==> src/hw/rtl/bfa_pkg.sv <==
`default_nettype none
package bfa_pkg;

  localparam int WORD_W  = 32;
  localparam int BIT_W   = 5;
  localparam int IDX_W   = 12;
  localparam int CNT_W   = 13;
  localparam int WADDR_W = 8;
  localparam int NW_W    = 9;

  localparam logic [1:0] OP_TAKE_INODE = 2'd0;
  localparam logic [1:0] OP_TAKE_BLOCK = 2'd1;
  localparam logic [1:0] OP_REL_INODE  = 2'd2;
  localparam logic [1:0] OP_REL_BLOCK  = 2'd3;

  localparam logic [1:0] ST_OK        = 2'd0;
  localparam logic [1:0] ST_NONE_FREE = 2'd1;
  localparam logic [1:0] ST_RANGE     = 2'd2;
  localparam logic [1:0] ST_WAS_FREE  = 2'd3;

  localparam logic [0:0] REG_INODE_COUNT = 1'd0;
  localparam logic [0:0] REG_BLOCK_COUNT = 1'd1;

  typedef enum logic [1:0] {
    S_IDLE,
    S_SCAN,
    S_REL,
    S_PUSH
  } ctrl_state_t;

  typedef struct packed {
    logic                 rd_en;
    logic [WADDR_W-1:0]   rd_addr;
    logic                 wr_en;
    logic [WADDR_W-1:0]   wr_addr;
    logic [WORD_W-1:0]    wr_data;
  } map_req_t;

endpackage
`default_nettype wire

==> src/hw/rtl/bfa_map_ram.sv <==
`default_nettype none
module bfa_map_ram #(
  parameter int DEPTH = 16
) (
  input  wire logic                      clk,
  input  wire logic                      rst_n,
  input  wire bfa_pkg::map_req_t         req,
  output logic [bfa_pkg::WORD_W-1:0]     rd_data,
  output logic                           busy
);

  localparam int AW = (DEPTH > 1) ? $clog2(DEPTH) : 1;

  logic [bfa_pkg::WORD_W-1:0] mem [0:DEPTH-1];
  logic [bfa_pkg::WORD_W-1:0] rd_data_r;
  logic [AW-1:0]              clr_r;
  logic [AW-1:0]              clr_nxt;
  logic                       busy_r;
  logic                       busy_nxt;
  logic [31:0]                rd_a32;
  logic [31:0]                wr_a32;
  logic [AW-1:0]              rd_idx;
  logic [AW-1:0]              wr_idx;

  assign rd_a32 = 32'(req.rd_addr);
  assign wr_a32 = 32'(req.wr_addr);
  assign rd_idx = rd_a32[AW-1:0];
  assign wr_idx = wr_a32[AW-1:0];

  // clearing sweep after reset, one word a cycle
  always_comb begin
    clr_nxt  = clr_r;
    busy_nxt = busy_r;
    if (busy_r) begin
      clr_nxt = clr_r + AW'(1);
      if (clr_r == AW'(DEPTH - 1)) begin
        busy_nxt = 1'b0;
      end
    end
  end

  always_ff @(posedge clk) begin
    if (!rst_n) begin
      busy_r <= 1'b1;
      clr_r  <= '0;
    end else begin
      busy_r <= busy_nxt;
      clr_r  <= clr_nxt;
    end
  end

  always_ff @(posedge clk) begin
    if (busy_r) begin
      mem[clr_r] <= '0;
    end else if (req.wr_en) begin
      mem[wr_idx] <= req.wr_data;
    end
  end

  always_ff @(posedge clk) begin
    if (req.rd_en) begin
      rd_data_r <= mem[rd_idx];
    end
  end

  assign rd_data = rd_data_r;
  assign busy    = busy_r;

endmodule
`default_nettype wire

==> config.mk <==
export PLATFORM = sky130hd
export DESIGN_NAME = bfa_map_ram
export DESIGN_NICKNAME = d
export VERILOG_FILES = /design/src/hw/rtl/bfa_pkg.sv /design/src/hw/rtl/bfa_map_ram.sv
export SDC_FILE = /design/constraint.sdc
export NUM_CORES = 1
export LEC_CHECK = 0
export BUFFER_PORTS_ARGS = -buffer_cell sky130_fd_sc_hd__buf_2
export CAP_MARGIN = 15
export CORE_AREA = 10 10 215 217
export CTS_CLUSTER_SIZE = 20
export DETAILED_ROUTE_END_ITERATION = 8
export DIE_AREA = 0 0 225 227
export HOLD_SLACK_MARGIN = 0.1
export PLACE_DENSITY = 0.69
export REMOVE_ABC_BUFFERS = 1
export SYNTH_ARGS = -nofsm -noshare
export SYNTH_HDL_FRONTEND = slang
export SYNTH_SLANG_ARGS = --single-unit
==> constraint.sdc <==
create_clock -name clk -period 3.4 [get_ports clk]
set_input_delay 0.68 -clock clk [delete_from_list [all_inputs] [get_ports clk]]
set_output_delay 0.68 -clock clk [all_outputs]
set_load 0.03 [all_outputs]
==> impl_metrics.yaml <==
status:
  status: "complete, no violations"
floorplan:
  die_height_um: 227
  ios: 85
  dieArea_mm2: 0.0511
  core_area_mm2: 0.0418
  dieWidth_um: 225
  initial_core_util_pct: 49.5
  rows: 75
critical_path:
  critPathLaunchType: "register"
  critPathArrivalTime_ns: 3.20
  crit_fanout: 26
  reg2regPathDepth: 4
  critical_path.slowest_cell: "nor2_4"
  path_buf_inv: 1
  cp.required_ns: 3.68
  end_kind: "register"
  cp.depth: 4
  slowest_delay_ns: 0.97
  cp_cell_sequence: "nand2b_1, a31oi_1, nor2_4, buf_4"
  critical-path-top-delay-family: "simple AND/OR/NAND/NOR gates"
  worstSetupPathType: "register to register"
clock_network:
  clock_sink_count: 549
  h-tree-depth: 2
  holdBufCountCts: 0
  clk_pin_slew_worst_paths_ns: 0.06
  cts_resized: 0
  clockRootBuffer: "clkbuf_16"
  post_cts_buffers: 0
  worstSkewPairLatency_ns: 0.59
  cts.path.max_buffers: 3
  cts_buffers: 54
  tritoncts: "yes"
place:
  place_inst: 1517
  place_congestion: 0.705
  place_hpwl_mm: 23.9
  post-place-ws_ns: 0.446
  dpl_cell_area_mm2: 0.0221
  port_buffers: 76
sta:
  slew_headroom_pct: 25.3
  skew_ns: 0.00931
  min_period_ns: 2.92
  fmax_mhz: 342
  timing_max_transition_violations_final: 0
  rsz0062_at_grt: "false"
  worst_slew_pin_slew_ns: 1.12
  finalCritPeriodShare_pct: 85.9
  setup_viol_count_final: 0
  hold_violations: 0
  fin_setup_tns_ns: 0
  fin_ws_ns: 0.479
routing:
  routed_wl_mm: 43.2
  drt_pass1_iterations: 5
  via_per_inst: 6.03
  route.vias.total: 9733
  drtIter0Drc: 1125
  drc: 0
  wire_per_inst_um: 26.8
  ant_nets: 0
grt:
  grt_pass1_wl_mm: 64.2
  met1_usage_pct: 23.9
  grt_pass1_vias: 9971
  track_usage_pct: 17.2
  busiest_layer: "met2"
  grt-ovfl-total: 0
  grtUsageMet2_pct: 27.3
  met3_usage_pct: 2.77
  antenna_found_initial: 1
  grt_max_degree: 35
finish:
  layout_common_cells: "edfxtp_1 (544), mux4_2 (128), buf_2 (74)"
  areaGrowthSynthToFinish_pct: 15.1
  layout_commonest_cell: "edfxtp_1"
  final_nets: 1087
  drive_gt1_share_pct: 31.4
  fin_area_mm2: 0.0238
  antenna_cells_inserted: 0
  fin_cells: 1613
yosys:
  yosysSeqAreaShare_pct: 79.5
  synth_seq_cells: 549
  synth_cell_type_count: 26
  synthTopCellsByArea: "edfxtp_1 (79%), mux4_2 (14%), a22oi_1 (2.4%), and2_1 (1.1%), nand2_1 (0.64%)"
  netlist_instances: 908
  synth.top_cell.area_share_pct: 79.0
  yosys_warnings: 0
  netlist_area_mm2: 0.0207
  yosysTopAreaCell: "edfxtp_1"
  syn_area_per_cell_um2: 22.8
min_path:
  hold_path.class: "input port to register"
  whs_path_depth: 2
power:
  total_power_w: 0.0139
  max-vdd-ir-drop_uv: 346
  power_density_mw_per_mm2: 584
  p_leak_nw: 8.06
job:
  max-cap-violations: 0
[state kept, by name (all words and copies together), names as in the netlist]
name / count
busy: 1
clr_r: 4
rd_data: 32
mem: 512
[cells by family after synthesis]
family	Yosys count	share of synthesized area, %
flip-flops	549	79.5
multiplexers	129	14.0
AND/OR/NAND/NOR	104	2.57
AO/OA/AOI/OAI	72	2.60
buffers and inverters	50	1.12
XOR/XNOR	3	0.127
adder cells (fa/ha/maj)	1	0.0605
[per-stage QoR]
| stage | util (%) | hold WS (ns) |
|---|---|---|
| after global placement | 53.0 | 0.533 |
| final | 57.0 | 0.298 |
| after detailed placement | 53.0 | 0.561 |
| after global routing | 57.0 | 0.299 |
| after CTS | 57.0 | 0.270 |
| after floorplan | - | 0.508 |
[area by class of cell]
class                           instances  area (um2)
Fill cell                            2948       18000
Sequential cell                       549       16400
Multi-Input combinational cell        309        4150
Clock buffer                           68        1470
Timing Repair Buffer                  117         850
Tap cell                              539         674
Clock inverter                         28         203
Inverter                                3        11.3
[Yosys cell counts]
cell,instances
a22oi_1,65
a31oi_1,5
a32oi_1,2
and2_1,36
and3_1,1
and4b_1,1
buf_1,9
buf_2,8
buf_4,9
clkbuf_1,21
dfxtp_1,5
edfxtp_1,544
ha_1,1
inv_1,3
mux2i_1,1
mux4_2,128
nand2_1,35
nand2b_1,1
nand3_1,1
nand4_1,1
nor2_1,18
nor2b_1,7
nor4b_1,1
nor4bb_1,2
xnor2_1,2
xor2_1,1
[power breakdown]
group	switching [W]	internal (W)	leakage, nW
Sequential	0.0000385	0.00753	5.36
Clock	0.00238	0.00326	0.815
Combinational	0.000423	0.000275	1.88
[metal layers]
layer	part of all wire, %	vias to the layer above
li1	-	4096
met1	43	5213
met2	49	343
met3	6.5	79
met4	2.4	2
met5	0.039	-
[path summary, 6_finish.rpt]
| path | slack [ns] | endpoint | start |
|---|---|---|---|
| setup reg to reg | 0.48 | mem[2][0]$_DFFE_PP_ | busy$_SDFF_PN1_ |
| hold / removal | 0.30 | busy$_SDFF_PN1_ | rst_n |
| setup / recovery | 0.48 | mem[2][0]$_DFFE_PP_ | busy$_SDFF_PN1_ |
| hold reg to reg | 0.57 | busy$_SDFF_PN1_ | clr_r[3]$_SDFFE_PN0P_ |
Note: power is estimated with default switching activity, not from simulation.
