<file path="src/hw/rtl/bfa_pkg.sv">
`default_nettype none
package bfa_pkg;

  localparam int WORD_W  = 32;
  localparam int BIT_W   = 5;
  localparam int IDX_W   = 12;
  localparam int CNT_W   = 13;
  localparam int WADDR_W = 8;
  localparam int NW_W    = 9;

  localparam logic [1:0] OP_TAKE_INODE = 2'd0;
  localparam logic [1:0] OP_TAKE_BLOCK = 2'd1;
  localparam logic [1:0] OP_REL_INODE  = 2'd2;
  localparam logic [1:0] OP_REL_BLOCK  = 2'd3;

  localparam logic [1:0] ST_OK        = 2'd0;
  localparam logic [1:0] ST_NONE_FREE = 2'd1;
  localparam logic [1:0] ST_RANGE     = 2'd2;
  localparam logic [1:0] ST_WAS_FREE  = 2'd3;

  localparam logic [0:0] REG_INODE_COUNT = 1'd0;
  localparam logic [0:0] REG_BLOCK_COUNT = 1'd1;

  typedef enum logic [1:0] {
    S_IDLE,
    S_SCAN,
    S_REL,
    S_PUSH
  } ctrl_state_t;

  typedef struct packed {
    logic                 rd_en;
    logic [WADDR_W-1:0]   rd_addr;
    logic                 wr_en;
    logic [WADDR_W-1:0]   wr_addr;
    logic [WORD_W-1:0]    wr_data;
  } map_req_t;

endpackage
`default_nettype wire

</file>
<file path="src/hw/rtl/bfa_ctrl.sv">
`default_nettype none
module bfa_ctrl (
  input  wire logic                          clk,
  input  wire logic                          rst_n,
  input  wire logic                          in_tvalid,
  output logic                               in_tready,
  input  wire logic [1:0]                    in_op,
  input  wire logic [bfa_pkg::IDX_W-1:0]     in_idx,
  output logic                               out_tvalid,
  input  wire logic                          out_tready,
  output logic [1:0]                         out_status,
  output logic [bfa_pkg::IDX_W-1:0]          out_grant,
  input  wire logic [bfa_pkg::CNT_W-1:0]     ino_cnt,
  input  wire logic [bfa_pkg::CNT_W-1:0]     blk_cnt,
  input  wire logic                          busy,
  output bfa_pkg::map_req_t                  ino_req,
  output bfa_pkg::map_req_t                  blk_req,
  input  wire logic [bfa_pkg::WORD_W-1:0]    ino_rdata,
  input  wire logic [bfa_pkg::WORD_W-1:0]    blk_rdata
);

  bfa_pkg::ctrl_state_t state_r, state_nxt;

  logic [1:0]                    op_r, op_nxt;
  logic [bfa_pkg::IDX_W-1:0]     idx_r, idx_nxt;
  logic [bfa_pkg::WADDR_W-1:0]   w_r, w_nxt;
  logic [1:0]                    res_status_r, res_status_nxt;
  logic [bfa_pkg::IDX_W-1:0]     res_grant_r, res_grant_nxt;
  logic                          out_valid_r, out_valid_nxt;
  logic [1:0]                    out_status_r, out_status_nxt;
  logic [bfa_pkg::IDX_W-1:0]     out_grant_r, out_grant_nxt;

  logic                          in_fire;
  logic                          push_ok;
  logic [bfa_pkg::CNT_W-1:0]     cnt_in;
  logic [bfa_pkg::CNT_W-1:0]     cnt_cur;
  logic                          range_bad;
  logic [bfa_pkg::CNT_W:0]       cnt_round;
  logic [bfa_pkg::NW_W-1:0]      nw;
  logic [bfa_pkg::NW_W-1:0]      w_inc;
  logic                          more;
  logic [bfa_pkg::CNT_W-1:0]     lim;
  logic [bfa_pkg::WORD_W-1:0]    cur_data;
  logic [bfa_pkg::WORD_W-1:0]    vmask;
  logic [bfa_pkg::WORD_W-1:0]    avail;
  logic [bfa_pkg::WORD_W-1:0]    onehot;
  logic [bfa_pkg::BIT_W-1:0]     bitpos;
  logic                          found;
  logic [bfa_pkg::WORD_W-1:0]    rel_mask;
  logic [bfa_pkg::CNT_W-1:0]     grant_full;
  bfa_pkg::map_req_t             req;

  assign in_tready = (state_r == bfa_pkg::S_IDLE) && !busy;
  assign in_fire   = in_tvalid && in_tready;
  assign push_ok   = !out_valid_r || out_tready;

  assign cnt_in    = in_op[0] ? blk_cnt : ino_cnt;
  assign cnt_cur   = op_r[0] ? blk_cnt : ino_cnt;
  assign range_bad = bfa_pkg::CNT_W'(in_idx) >= cnt_in;

  // words to scan: ceil(count / 32)
  assign cnt_round = {1'b0, cnt_cur} + (bfa_pkg::CNT_W + 1)'(31);
  assign nw        = cnt_round[bfa_pkg::CNT_W:bfa_pkg::BIT_W];
  assign w_inc     = {1'b0, w_r} + bfa_pkg::NW_W'(1);
  assign more      = w_inc < nw;

  assign cur_data = op_r[0] ? blk_rdata : ino_rdata;
  assign lim      = cnt_cur - {w_r, bfa_pkg::BIT_W'(0)};

  // entries at or above the count look used
  always_comb begin
    for (int b = 0; b < bfa_pkg::WORD_W; b++) begin
      vmask[b] = bfa_pkg::CNT_W'(b) < lim;
    end
  end

  assign avail  = ~cur_data & vmask;
  assign onehot = avail & (~avail + bfa_pkg::WORD_W'(1));
  assign found  = avail != '0;

  always_comb begin
    bitpos = '0;
    for (int b = 0; b < bfa_pkg::WORD_W; b++) begin
      if (onehot[b]) begin
        bitpos = bitpos | bfa_pkg::BIT_W'(b);
      end
    end
  end

  assign grant_full = {w_r, bitpos};
  assign rel_mask   = bfa_pkg::WORD_W'(1) << idx_r[bfa_pkg::BIT_W-1:0];

  always_comb begin
    state_nxt = state_r;
    case (state_r)
      bfa_pkg::S_IDLE: begin
        if (in_fire) begin
          if (!in_op[1]) begin
            state_nxt = (cnt_in == '0) ? bfa_pkg::S_PUSH : bfa_pkg::S_SCAN;
          end else begin
            state_nxt = range_bad ? bfa_pkg::S_PUSH : bfa_pkg::S_REL;
          end
        end
      end
      bfa_pkg::S_SCAN: begin
        if (found || !more) begin
          state_nxt = bfa_pkg::S_PUSH;
        end
      end
      bfa_pkg::S_REL: begin
        state_nxt = bfa_pkg::S_PUSH;
      end
      bfa_pkg::S_PUSH: begin
        if (push_ok) begin
          state_nxt = bfa_pkg::S_IDLE;
        end
      end
      default: begin
        state_nxt = bfa_pkg::S_IDLE;
      end
    endcase
  end

  always_comb begin
    req            = '0;
    op_nxt         = op_r;
    idx_nxt        = idx_r;
    w_nxt          = w_r;
    res_status_nxt = res_status_r;
    res_grant_nxt  = res_grant_r;
    out_valid_nxt  = out_valid_r && !out_tready;
    out_status_nxt = out_status_r;
    out_grant_nxt  = out_grant_r;
    case (state_r)
      bfa_pkg::S_IDLE: begin
        if (in_fire) begin
          op_nxt        = in_op;
          idx_nxt       = in_idx;
          w_nxt         = '0;
          res_grant_nxt = '0;
          if (!in_op[1]) begin
            res_status_nxt = bfa_pkg::ST_NONE_FREE;
            if (cnt_in != '0) begin
              req.rd_en   = 1'b1;
              req.rd_addr = '0;
            end
          end else begin
            res_status_nxt = bfa_pkg::ST_RANGE;
            if (!range_bad) begin
              req.rd_en   = 1'b1;
              req.rd_addr = {1'b0, in_idx[bfa_pkg::IDX_W-1:bfa_pkg::BIT_W]};
            end
          end
        end
      end
      bfa_pkg::S_SCAN: begin
        if (found) begin
          req.wr_en      = 1'b1;
          req.wr_addr    = w_r;
          req.wr_data    = cur_data | onehot;
          res_status_nxt = bfa_pkg::ST_OK;
          res_grant_nxt  = grant_full[bfa_pkg::IDX_W-1:0];
        end else if (more) begin
          // fetch the next word while this one is checked
          req.rd_en   = 1'b1;
          req.rd_addr = w_inc[bfa_pkg::WADDR_W-1:0];
          w_nxt       = w_inc[bfa_pkg::WADDR_W-1:0];
        end else begin
          res_status_nxt = bfa_pkg::ST_NONE_FREE;
          res_grant_nxt  = '0;
        end
      end
      bfa_pkg::S_REL: begin
        res_grant_nxt = '0;
        if ((cur_data & rel_mask) == '0) begin
          res_status_nxt = bfa_pkg::ST_WAS_FREE;
        end else begin
          req.wr_en      = 1'b1;
          req.wr_addr    = {1'b0, idx_r[bfa_pkg::IDX_W-1:bfa_pkg::BIT_W]};
          req.wr_data    = cur_data & ~rel_mask;
          res_status_nxt = bfa_pkg::ST_OK;
        end
      end
      bfa_pkg::S_PUSH: begin
        if (push_ok) begin
          out_valid_nxt  = 1'b1;
          out_status_nxt = res_status_r;
          out_grant_nxt  = res_grant_r;
        end
      end
      default: begin
        req = '0;
      end
    endcase
  end

  // route the request to the map the opcode names; the other map idles
  always_comb begin
    ino_req = '0;
    blk_req = '0;
    if (state_r == bfa_pkg::S_IDLE) begin
      if (in_op[0]) begin
        blk_req = req;
      end else begin
        ino_req = req;
      end
    end else if (op_r[0]) begin
      blk_req = req;
    end else begin
      ino_req = req;
    end
  end

  always_ff @(posedge clk) begin
    if (!rst_n) begin
      state_r     <= bfa_pkg::S_IDLE;
      out_valid_r <= 1'b0;
    end else begin
      state_r     <= state_nxt;
      out_valid_r <= out_valid_nxt;
    end
  end

  always_ff @(posedge clk) begin
    op_r         <= op_nxt;
    idx_r        <= idx_nxt;
    w_r          <= w_nxt;
    res_status_r <= res_status_nxt;
    res_grant_r  <= res_grant_nxt;
    out_status_r <= out_status_nxt;
    out_grant_r  <= out_grant_nxt;
  end

  assign out_tvalid = out_valid_r;
  assign out_status = out_status_r;
  assign out_grant  = out_grant_r;

  a_one_map_written: assert property (@(posedge clk) disable iff (!rst_n)
    !(ino_req.wr_en && blk_req.wr_en))
    else $error("both bitmaps written in one cycle");

  a_load_from_push: assert property (@(posedge clk) disable iff (!rst_n)
    $rose(out_valid_r) |-> $past(state_r == bfa_pkg::S_PUSH))
    else $error("result loaded outside push state");

  a_grant_only_ok: assert property (@(posedge clk) disable iff (!rst_n)
    (out_valid_r && out_status_r != bfa_pkg::ST_OK) |-> out_grant_r == '0)
    else $error("granted index set on a failed transaction");

  a_release_clears: assert property (@(posedge clk) disable iff (!rst_n)
    (state_r == bfa_pkg::S_REL && req.wr_en) |-> req.wr_data[idx_r[bfa_pkg::BIT_W-1:0]] == 1'b0)
    else $error("release write leaves the entry bit set");

  a_no_accept_busy: assert property (@(posedge clk) disable iff (!rst_n)
    busy |-> !in_fire)
    else $error("transaction accepted during clearing sweep");

endmodule
`default_nettype wire

</file>
<file path="config.mk">
export PLATFORM = sky130hd
export DESIGN_NAME = bfa_ctrl
export DESIGN_NICKNAME = d
export VERILOG_FILES = /design/src/hw/rtl/bfa_pkg.sv /design/src/hw/rtl/bfa_ctrl.sv
export SDC_FILE = /design/constraint.sdc
export NUM_CORES = 1
export LEC_CHECK = 0
export BUFFER_PORTS_ARGS = -buffer_cell sky130_fd_sc_hd__clkbuf_2
export CORE_UTILIZATION = 45
export DETAILED_ROUTE_END_ITERATION = 10
export GPL_TIMING_DRIVEN = 0
export PLACE_DENSITY = 0.73
export REMOVE_ABC_BUFFERS = 1
export SLEW_MARGIN = 5
export SYNTH_ARGS = -nofsm -noshare
export SYNTH_HDL_FRONTEND = slang
export SYNTH_SLANG_ARGS = --single-unit
</file>
<file path="constraint.sdc">
create_clock -name clk -period 10.1 [get_ports clk]
set_input_delay 1.01 -clock clk [delete_from_list [all_inputs] [get_ports clk]]
set_output_delay 1.01 -clock clk [all_outputs]
set_load 0.01 [all_outputs]
</file>
==> metrics.md, run 1 <==
| Metric | Value |
|---|---|
| #FFs+latches synth | `52` |
| Worst hold-check path type | `flop to flop` |
| RR Startpoint | `op_r[0]$_DFFE_PP_` |
| Combinational cell fraction of total power | `0.599` |
| Net switching fraction of the power | `0.490` |
| Diodes inserted | `0` |
| Largest net degree at the start of global routing | `30` |
| Share of the yosys chip area belonging to registers | `0.231` |
| Mean area per synthesized cell | `7.59 µm²` |
| Final #Nets | `1205` |
| I/O pin count | `between 200 and 250` |
| Pre-antenna DRT Iters | `6` |
| Port buffer count | `224` |
| Critical path startpoint category | `flop` |
| Tot Pwr | `~1.3 mW` |
| Routability congestion estimate from global placement | `0.986` |
| Bufs and invs on worst path | `4` |
| Slowest library cell on the worst path | `sky130_fd_sc_hd__edfxtp_1` |
| Final core occ | `0.572` |
| Aggregate global routing overflow | `0` |
| Leading area contributor after synthesis | `sky130_fd_sc_hd__edfxtp_1` |
| Peak ir drop on the vdd network | `118 µV` |
| Arrival time reported for the critical path endpoint | `7.13 ns` |
| Destination of the worst hold path | `out_grant[2]$_DFFE_PP_` |
| DR vias | `7819` |
| Total GRT Usage | `0.330` |
| Total leakage power | `roughly 3.5 nW` |
| Area growth syn-to-layout | `21.9%` |
| Sequential group share of total power | `0.267` |
| # hold bufs at CTS | `0` |
| Summed negative setup slack over all endpoints | `0 ns` |
| Number of fill cells in the layout | `1387` |
| Sw Pwr | `about 0.64 mW` |
| Upper clock frequency limit | `0.123 GHz` |
| Hold depth | `0` |
| Height of the chip | `123 µm` |
| Setup Crit Path Kind | `flop to primary output` |
| Dpl hpwl | `slightly above 20 mm` |
| Number of failing setup endpoints in the final timing report | `0` |
| H-tree level count | `2` |
| Worst Max-Slew Pin Slew | `between 1 and 1.5 ns` |
| Core outline area | `about 14000 µm²` |
| Largest incremental delay on the critical path | `approximately 0.92 ns` |
| Clock Path Buffers | `2` |
| Max_slew headroom | `0.152` |
| Share of the cycle needed by the critical path after routing | `0.806` |
| Synthesis Warnings | `0` |
| FF-to-FF path depth | `15` |
| Resize count post-CTS | `0` |
| Count of maximum capacitance violations | `0` |
| Highest net fanout along the worst path | `18` |
| Top Family by Delay on Critical Path | `simple AND/OR/NAND/NOR gates` |
| Setup repair bufs after CTS | `0` |
| Critical Path RT | `9.09 ns` |
| Outcome | `finished clean` |
| Shortest clock period the worst path allows after layout | `8.14 ns` |
| Overall die area | `between 15000 and 20000 µm²` |
| CTS tree | `done` |
| Mapped Cells | `between 800 and 900` |
| Fraction of registers with async set or reset after synthesis | `0` |
| Fraction of final layout cells with drive strength greater than 1 | `0.273` |
| Number of buffers created by CTS | `5` |
| Root Buffer | `sky130_fd_sc_hd__clkbuf_16` |
| Ordered list of cells on the worst path | `mux2i_1 > ha_1 > inv_1 > fa_1 > and3_1 > a2111oi_2 > o2111ai_1 > or4_1 > o31a_1 > or4_1 > or3b_1 > o41ai_4 > buf_6 > buf_6 > nand3_1 > a22o_1 > and2_1 > clkbuf_2` |
| Unique masters post-synth | `77` |
| 1st-iter DRT viols | `1055` |
| Horizontal die dimension | `123 µm` |
| Wire length per cell | `20.3 µm` |
| Clk sink count | `52` |
| Setup clock skew after layout | `0.00731 ns` |
| HP Start | `res_grant_r[2]$_SDFFCE_PN0P_` |
| Most used flip-flop cell after synthesis | `sky130_fd_sc_hd__edfxtp_1` |
| Leading post-synthesis cells by cell area | `sky130_fd_sc_hd__edfxtp_1, sky130_fd_sc_hd__nor2_1, sky130_fd_sc_hd__ha_1` |
| Number of enable flip-flop cells after synthesis | `49` |
| Setup repair after global routing missed its margin | `false` |
| Proportion of netlist area held by the largest area contributor | `0.222` |
| Cell with the most instances after synthesis | `sky130_fd_sc_hd__nor2_1` |
| Worst r2r dst | `w_r[6]$_SDFFCE_PN0P_` |
| Pint | `approximately 0.67 mW` |
| Clock slew at the register clock pins of the worst setup and hold paths | `0.07 ns` |
| Total wire length | `25.3 mm` |
| Wire length of the first global-routing pass | `38.0 mm` |
| Site row count | `43` |
| Part of the total power dissipated in the clock network | `0.134` |
| Antenna violation net count after detailed routing | `0` |
| Hold slack final | `~0.42 ns` |
| Pwr dens | `162 nW/µm²` |
| Vias per cell | `6.29` |
| Worst reg-to-reg setup slack | `2.93 ns` |
| List of most frequent post-synthesis cells | `sky130_fd_sc_hd__nor2_1, sky130_fd_sc_hd__nand2_1, sky130_fd_sc_hd__a21oi_1, sky130_fd_sc_hd__edfxtp_1, sky130_fd_sc_hd__o21ai_0` |
| Remaining DRCs | `0` |
| Element type at the critical path end | `primary output` |
| Number of global-route vias before repair | `6881` |
| Initial cell density of the core | `0.469` |
| Clock latency at the later pin of the worst-skew pair | `a little under 0.3 ns` |
| Final count of pins violating max slew | `0` |
| Final Hold Violating Endpoints | `0` |
| Number of antenna violations at the first check in global routing | `0` |
| Post-Synthesis Cell Area | `6620 µm²` |
-- per-stage QoR --
step	instance area [µm²]	worst slack, ns	instances
detailed placement	7910	2.30	1236
finish	8060	1.96	1244
global route	8060	1.60	1244
global placement	7750	-1.18	1228
floorplan	6400	1.29	824
CTS	8060	2.05	1244
-- power by group through the flow --
stage / Combinational (mW) / Clock (mW) / Sequential, mW
after floorplan: 0.486 / 0 / 0.349
after global placement: 0.714 / 0 / 0.360
after detailed placement: 0.763 / 0 / 0.353
after CTS: 0.767 / 0.177 / 0.348
after global routing: 0.850 / 0.187 / 0.355
final: 0.783 / 0.175 / 0.350
-- worst max path at each step --
stage | slack, ns | depth (start not counted) | startpoint | end
2_1_floorplan | 1.29 | 16 | op_r[0]$_DFFE_PP_ | ino_req[6]
3_3_place_gp | -1.18 | 17 | op_r[0]$_DFFE_PP_ | ino_req[6]
3_5_place_dp | 2.30 | 19 | blk_cnt[5] | ino_req[16]
4_1_cts | 2.05 | 18 | op_r[0]$_DFFE_PP_ | ino_req[16]
5_1_grt | 1.60 | 18 | op_r[0]$_DFFE_PP_ | ino_req[16]
6_report | 1.96 | 18 | op_r[0]$_DFFE_PP_ | ino_req[16]
-- cell usage in the layout, fill, tap and decap left out, types with 31 or more instances in the layout --
cell type	synthesis	routed
sky130_fd_sc_hd__nand3_1	31	31
sky130_fd_sc_hd__o21ai_0	45	45
sky130_fd_sc_hd__nand2_1	85	85
sky130_fd_sc_hd__clkbuf_2	0	224
sky130_fd_sc_hd__edfxtp_1	49	49
sky130_fd_sc_hd__nor2_1	130	130
sky130_fd_sc_hd__inv_1	31	31
sky130_fd_sc_hd__ha_1	32	32
sky130_fd_sc_hd__a21oi_1	56	56
sky130_fd_sc_hd__mux2i_1	40	40
-- state kept, by name, summed over array words and instances (netlist names) --
signal and flops:
idx_r 12, res_grant_r 12, res_status_r 2, out_tvalid 1, out_grant 12, w_r 8
op_r 1, state_r 2, out_status 2
-- logic make-up after synthesis --
kind of cell	Yosys count	synth area share
compound gates	244	0.245
buf+inv	80	0.0509
xor+xnor	17	0.0225
simple gates	377	0.273
flops	52	0.231
mux	69	0.113
fa+ha+maj	33	0.0635
-- metal layers --
layer	vias up	track usage	share of wire	wire [µm]
met5	-	0	0	0
met1	3585	0.458	0.42	10500
met2	523	0.519	0.44	11200
met4	0	0.0889	0.027	685
li1	3645	-	-	-
met3	66	0.0669	0.11	2820
-- layout make-up --
type                       count  area, µm²  share of cell area
clock inverter                 3       27.5             0.00341
tap                          180        225              0.0279
multi-input combinational    740       4770               0.592
clock buffer                   5        125              0.0155
sequential                    52       1530               0.190
inverter                      32        120              0.0149
timing repair buffer         232       1260               0.157
(Power assumes the default switching activity.)
==> run 2: changes to the inputs <==
--- a/config.mk
+++ b/config.mk
@@ -9,7 +9,7 @@
 export CORE_UTILIZATION = 45
 export DETAILED_ROUTE_END_ITERATION = 10
 export GPL_TIMING_DRIVEN = 0
-export PLACE_DENSITY = 0.73
+export PLACE_DENSITY = 0.76
 export REMOVE_ABC_BUFFERS = 1
 export SLEW_MARGIN = 5
 export SYNTH_ARGS = -nofsm -noshare
==> constraint.sdc (replaced) <==
create_clock -name clk -period 6.7 [get_ports clk]
set_input_delay 0.67 -clock clk [delete_from_list [all_inputs] [get_ports clk]]
set_output_delay 0.67 -clock clk [all_outputs]
set_load 0.01 [all_outputs]
==> run 2 against run 1 <==
  * Critical path depth is 1 lower
  * Clock skew barely moved
  * Global-route usage is 0.25 points higher
  * Combinational power rose by 65%
  * Routed wire length is 3.9% higher
  * Sequential power is 51% higher
  * Register-to-register slack worse by 1.9 ns
  * Critical path type unchanged
  * Largest power group unchanged
==> metrics.md, run 2 (synthesized netlist as in run 1, its figures left out) <==
| Metric | Value |
|---|---|
| Wire length per cell | `20.7 µm (+1.7%)` |
| Clock slew at the register clock pins of the worst setup and hold paths | `0.08 ns (about the same)` |
| Height of the chip | `123 µm (unchanged)` |
| Final core occ | `0.599 (+0.0267)` |
| Critical Path RT | `6.03 ns (-3.06 ns)` |
| Number of fill cells in the layout | `1290 (-7.0%)` |
| Horizontal die dimension | `123 µm (unchanged)` |
| Max_slew headroom | `0.251 (+0.0992)` |
| I/O pin count | `225 (unchanged)` |
| Fraction of final layout cells with drive strength greater than 1 | `0.312 (+0.0384)` |
| Number of buffers created by CTS | `5 (unchanged)` |
| Ordered list of cells on the worst path | `mux2i_2 > ha_2 > inv_1 > fa_1 > and3_1 > a2111oi_2 > o2111ai_2 > or4_4 > buf_12 > nor3_2 > o21ai_0 > nor4_2 > nand3_1 > nor3_1 > a22oi_1 > nor2_1 > clkbuf_2` |
| Area after DPL | `7910 µm² (unchanged)` |
| HP Start | `res_grant_r[3]$_SDFFCE_PN0P_` |
| Outcome | `finished clean` |
| Leading cell types in the layout, fill and taps excluded | `sky130_fd_sc_hd__clkbuf_2, sky130_fd_sc_hd__nor2_1, sky130_fd_sc_hd__nand2_1, sky130_fd_sc_hd__a21oi_1, sky130_fd_sc_hd__edfxtp_1` |
| H-tree level count | `2 (unchanged)` |
| Setup Crit Path Kind | `flop to primary output` |
| Routability congestion estimate from global placement | `1.06 (+7.5%)` |
| Final #Nets | `1231 (+2.2%)` |
| Top Family by Delay on Critical Path | `simple AND/OR/NAND/NOR gates` |
| Area occupied by registers | `1530 µm² (unchanged)` |
| Element type at the critical path end | `primary output` |
| DR vias | `8123 (+3.9%)` |
| Aggregate global routing overflow | `0 (unchanged)` |
| Final count of pins violating max slew | `0 (unchanged)` |
| # hold bufs at CTS | `0 (unchanged)` |
| CTS tree | `done` |
| Clock Path Buffers | `2 (unchanged)` |
| Wire length of the first global-routing pass | `38.5 mm (+1.3%)` |
| Largest net degree at the start of global routing | `30 (unchanged)` |
| RR Startpoint | `op_r[0]$_DFFE_PP_` |
| Clk sink count | `52 (unchanged)` |
| Port buffer count | `224 (unchanged)` |
| Number of antenna violations at the first check in global routing | `0 (unchanged)` |
| Shortest clock period the worst path allows after layout | `between 6 and 7 ns` |
| Total GRT Usage | `0.332 (+0.00247)` |
| Worst Max-Slew Pin Slew | `1.12 ns (-0.151 ns)` |
| Site row count | `43 (unchanged)` |
| Root Buffer | `sky130_fd_sc_hd__clkbuf_16` |
| Overall die area | `15200 µm² (unchanged)` |
| Worst reg-to-reg setup slack | `1.02 ns (-1.91 ns)` |
| Antenna violation net count after detailed routing | `0 (unchanged)` |
| Destination of the worst hold path | `out_grant[3]$_DFFE_PP_` |
| Count of maximum capacitance violations | `0 (unchanged)` |
| Peak ir drop on the vdd network | `164 µV (+40%)` |
| Highest net fanout along the worst path | `7 (-11)` |
| Total leakage power | `3.66 nW (+4.5%)` |
| Core outline area | `14100 µm² (unchanged)` |
| Total wire length | `26.3 mm (+3.9%)` |
| Upper clock frequency limit | `between 0.15 and 0.2 GHz` |
| Slowest library cell on the worst path | `sky130_fd_sc_hd__nor4_2` |
| Setup clock skew after layout | `0.00687 ns (-0.000445 ns)` |
| Final design area excluding fillers | `8440 µm² (+4.7%)` |
| Area of combinational cells with multiple inputs | `4940 µm² (+3.6%)` |
| Number of global-route vias before repair | `7061 (+2.6%)` |
| Initial cell density of the core | `0.469 (unchanged)` |
| Vias per cell | `6.39 (+1.7%)` |
| Dpl hpwl | `20.1 mm (-0.63%)` |
| Area growth syn-to-layout | `27.6%` |
| Tot Pwr | `2.09 mW (+59%)` |
| Pre-antenna DRT Iters | `6 (unchanged)` |
| Share of the cycle needed by the critical path after routing | `0.971` |
| Final Hold Violating Endpoints | `0 (unchanged)` |
| Clock latency at the later pin of the worst-skew pair | `0.30 ns (about the same)` |
| Most frequent standard cell in the layout excluding fill and tap cells | `sky130_fd_sc_hd__clkbuf_2` |
| Largest incremental delay on the critical path | `0.61 ns (-0.31 ns)` |
| Worst hold-check path type | `flop to flop` |
| Number of failing setup endpoints in the final timing report | `0 (unchanged)` |
| FF-to-FF path depth | `16 (+1)` |
| Remaining DRCs | `0 (unchanged)` |
| Critical path startpoint category | `flop` |
| Hold slack final | `0.421 ns (-0.000217 ns)` |
| 1st-iter DRT viols | `1202 (+14%)` |
| Arrival time reported for the critical path endpoint | `5.84 ns (-1.29 ns)` |
| Bufs and invs on worst path | `3 (-1)` |
| Worst r2r dst | `w_r[0]$_SDFFCE_PN0P_` |
| Pwr dens | `247 nW/µm² (+52%)` |
| Hold depth | `0 (unchanged)` |
[run 2: cell types whose count changed in the layout (fill, tap and decap cells not counted), sizes merged]
| cell | before | now |
|---|---|---|
| clkbuf | 229 | 230 |
| diode | 0 | 1 |
| buf | 8 | 32 |
| o41a | 1 | 2 |
[run 2: worst max path at each step]
stage | start | end | slack [ns] | cells past startpoint
after CTS | op_r[0]$_DFFE_PP_ | ino_req[45] | 0.02 | 17
after detailed placement | op_r[0]$_DFFE_PP_ | ino_req[6] | -0.75 | 17
final | op_r[0]$_DFFE_PP_ | blk_req[22] | 0.19 | 17
after global routing | op_r[0]$_DFFE_PP_ | blk_req[5] | -0.04 | 18
after global placement | op_r[0]$_DFFE_PP_ | ino_req[6] | -4.18 | 17
after floorplan | op_r[0]$_DFFE_PP_ | ino_req[6] | -1.77 | 16
[run 2: repair_timing]
item | CTS | global route
endpoints found under the setup margin | 108 | 98
pin swaps | 1 | 8
gates resized for setup | 6 | 24
gates cloned | 0 | 1
buffers inserted | 5 | 20
[run 2: metal layers]
layer  vias up  share of wire  global-route usage
met5         -              0                   0
met4         0          0.034               0.108
met3        94           0.12              0.0743
met2       578           0.44               0.514
met1      3752           0.40               0.457
li1       3699              -                   -
[run 2: layout make-up]
type	count	area share
multi-input combinational	741	0.585
antenna	1	0.000297
inverter	32	0.0142
timing repair buffer	257	0.174
clock inverter	3	0.00326
sequential	52	0.181
tap	180	0.0267
clock buffer	5	0.0148
[run 2: where the power goes]
part           internal (mW)  total (mW)  leakage [nW]  switching [mW]
Clock                  0.142       0.268        0.0719           0.126
Combinational          0.448        1.29          3.10           0.843
Sequential             0.471       0.528         0.487          0.0570
[run 2: through the flow]
step                      setup WS, ns  cells  TNS (ns)
after floorplan                  -1.77    824   -139.03
after global placement           -4.18   1228   -439.80
after detailed placement        -0.754   1236    -43.73
after CTS                       0.0245   1249         0
after global routing           -0.0360   1270    -0.140
final                            0.191   1271         0
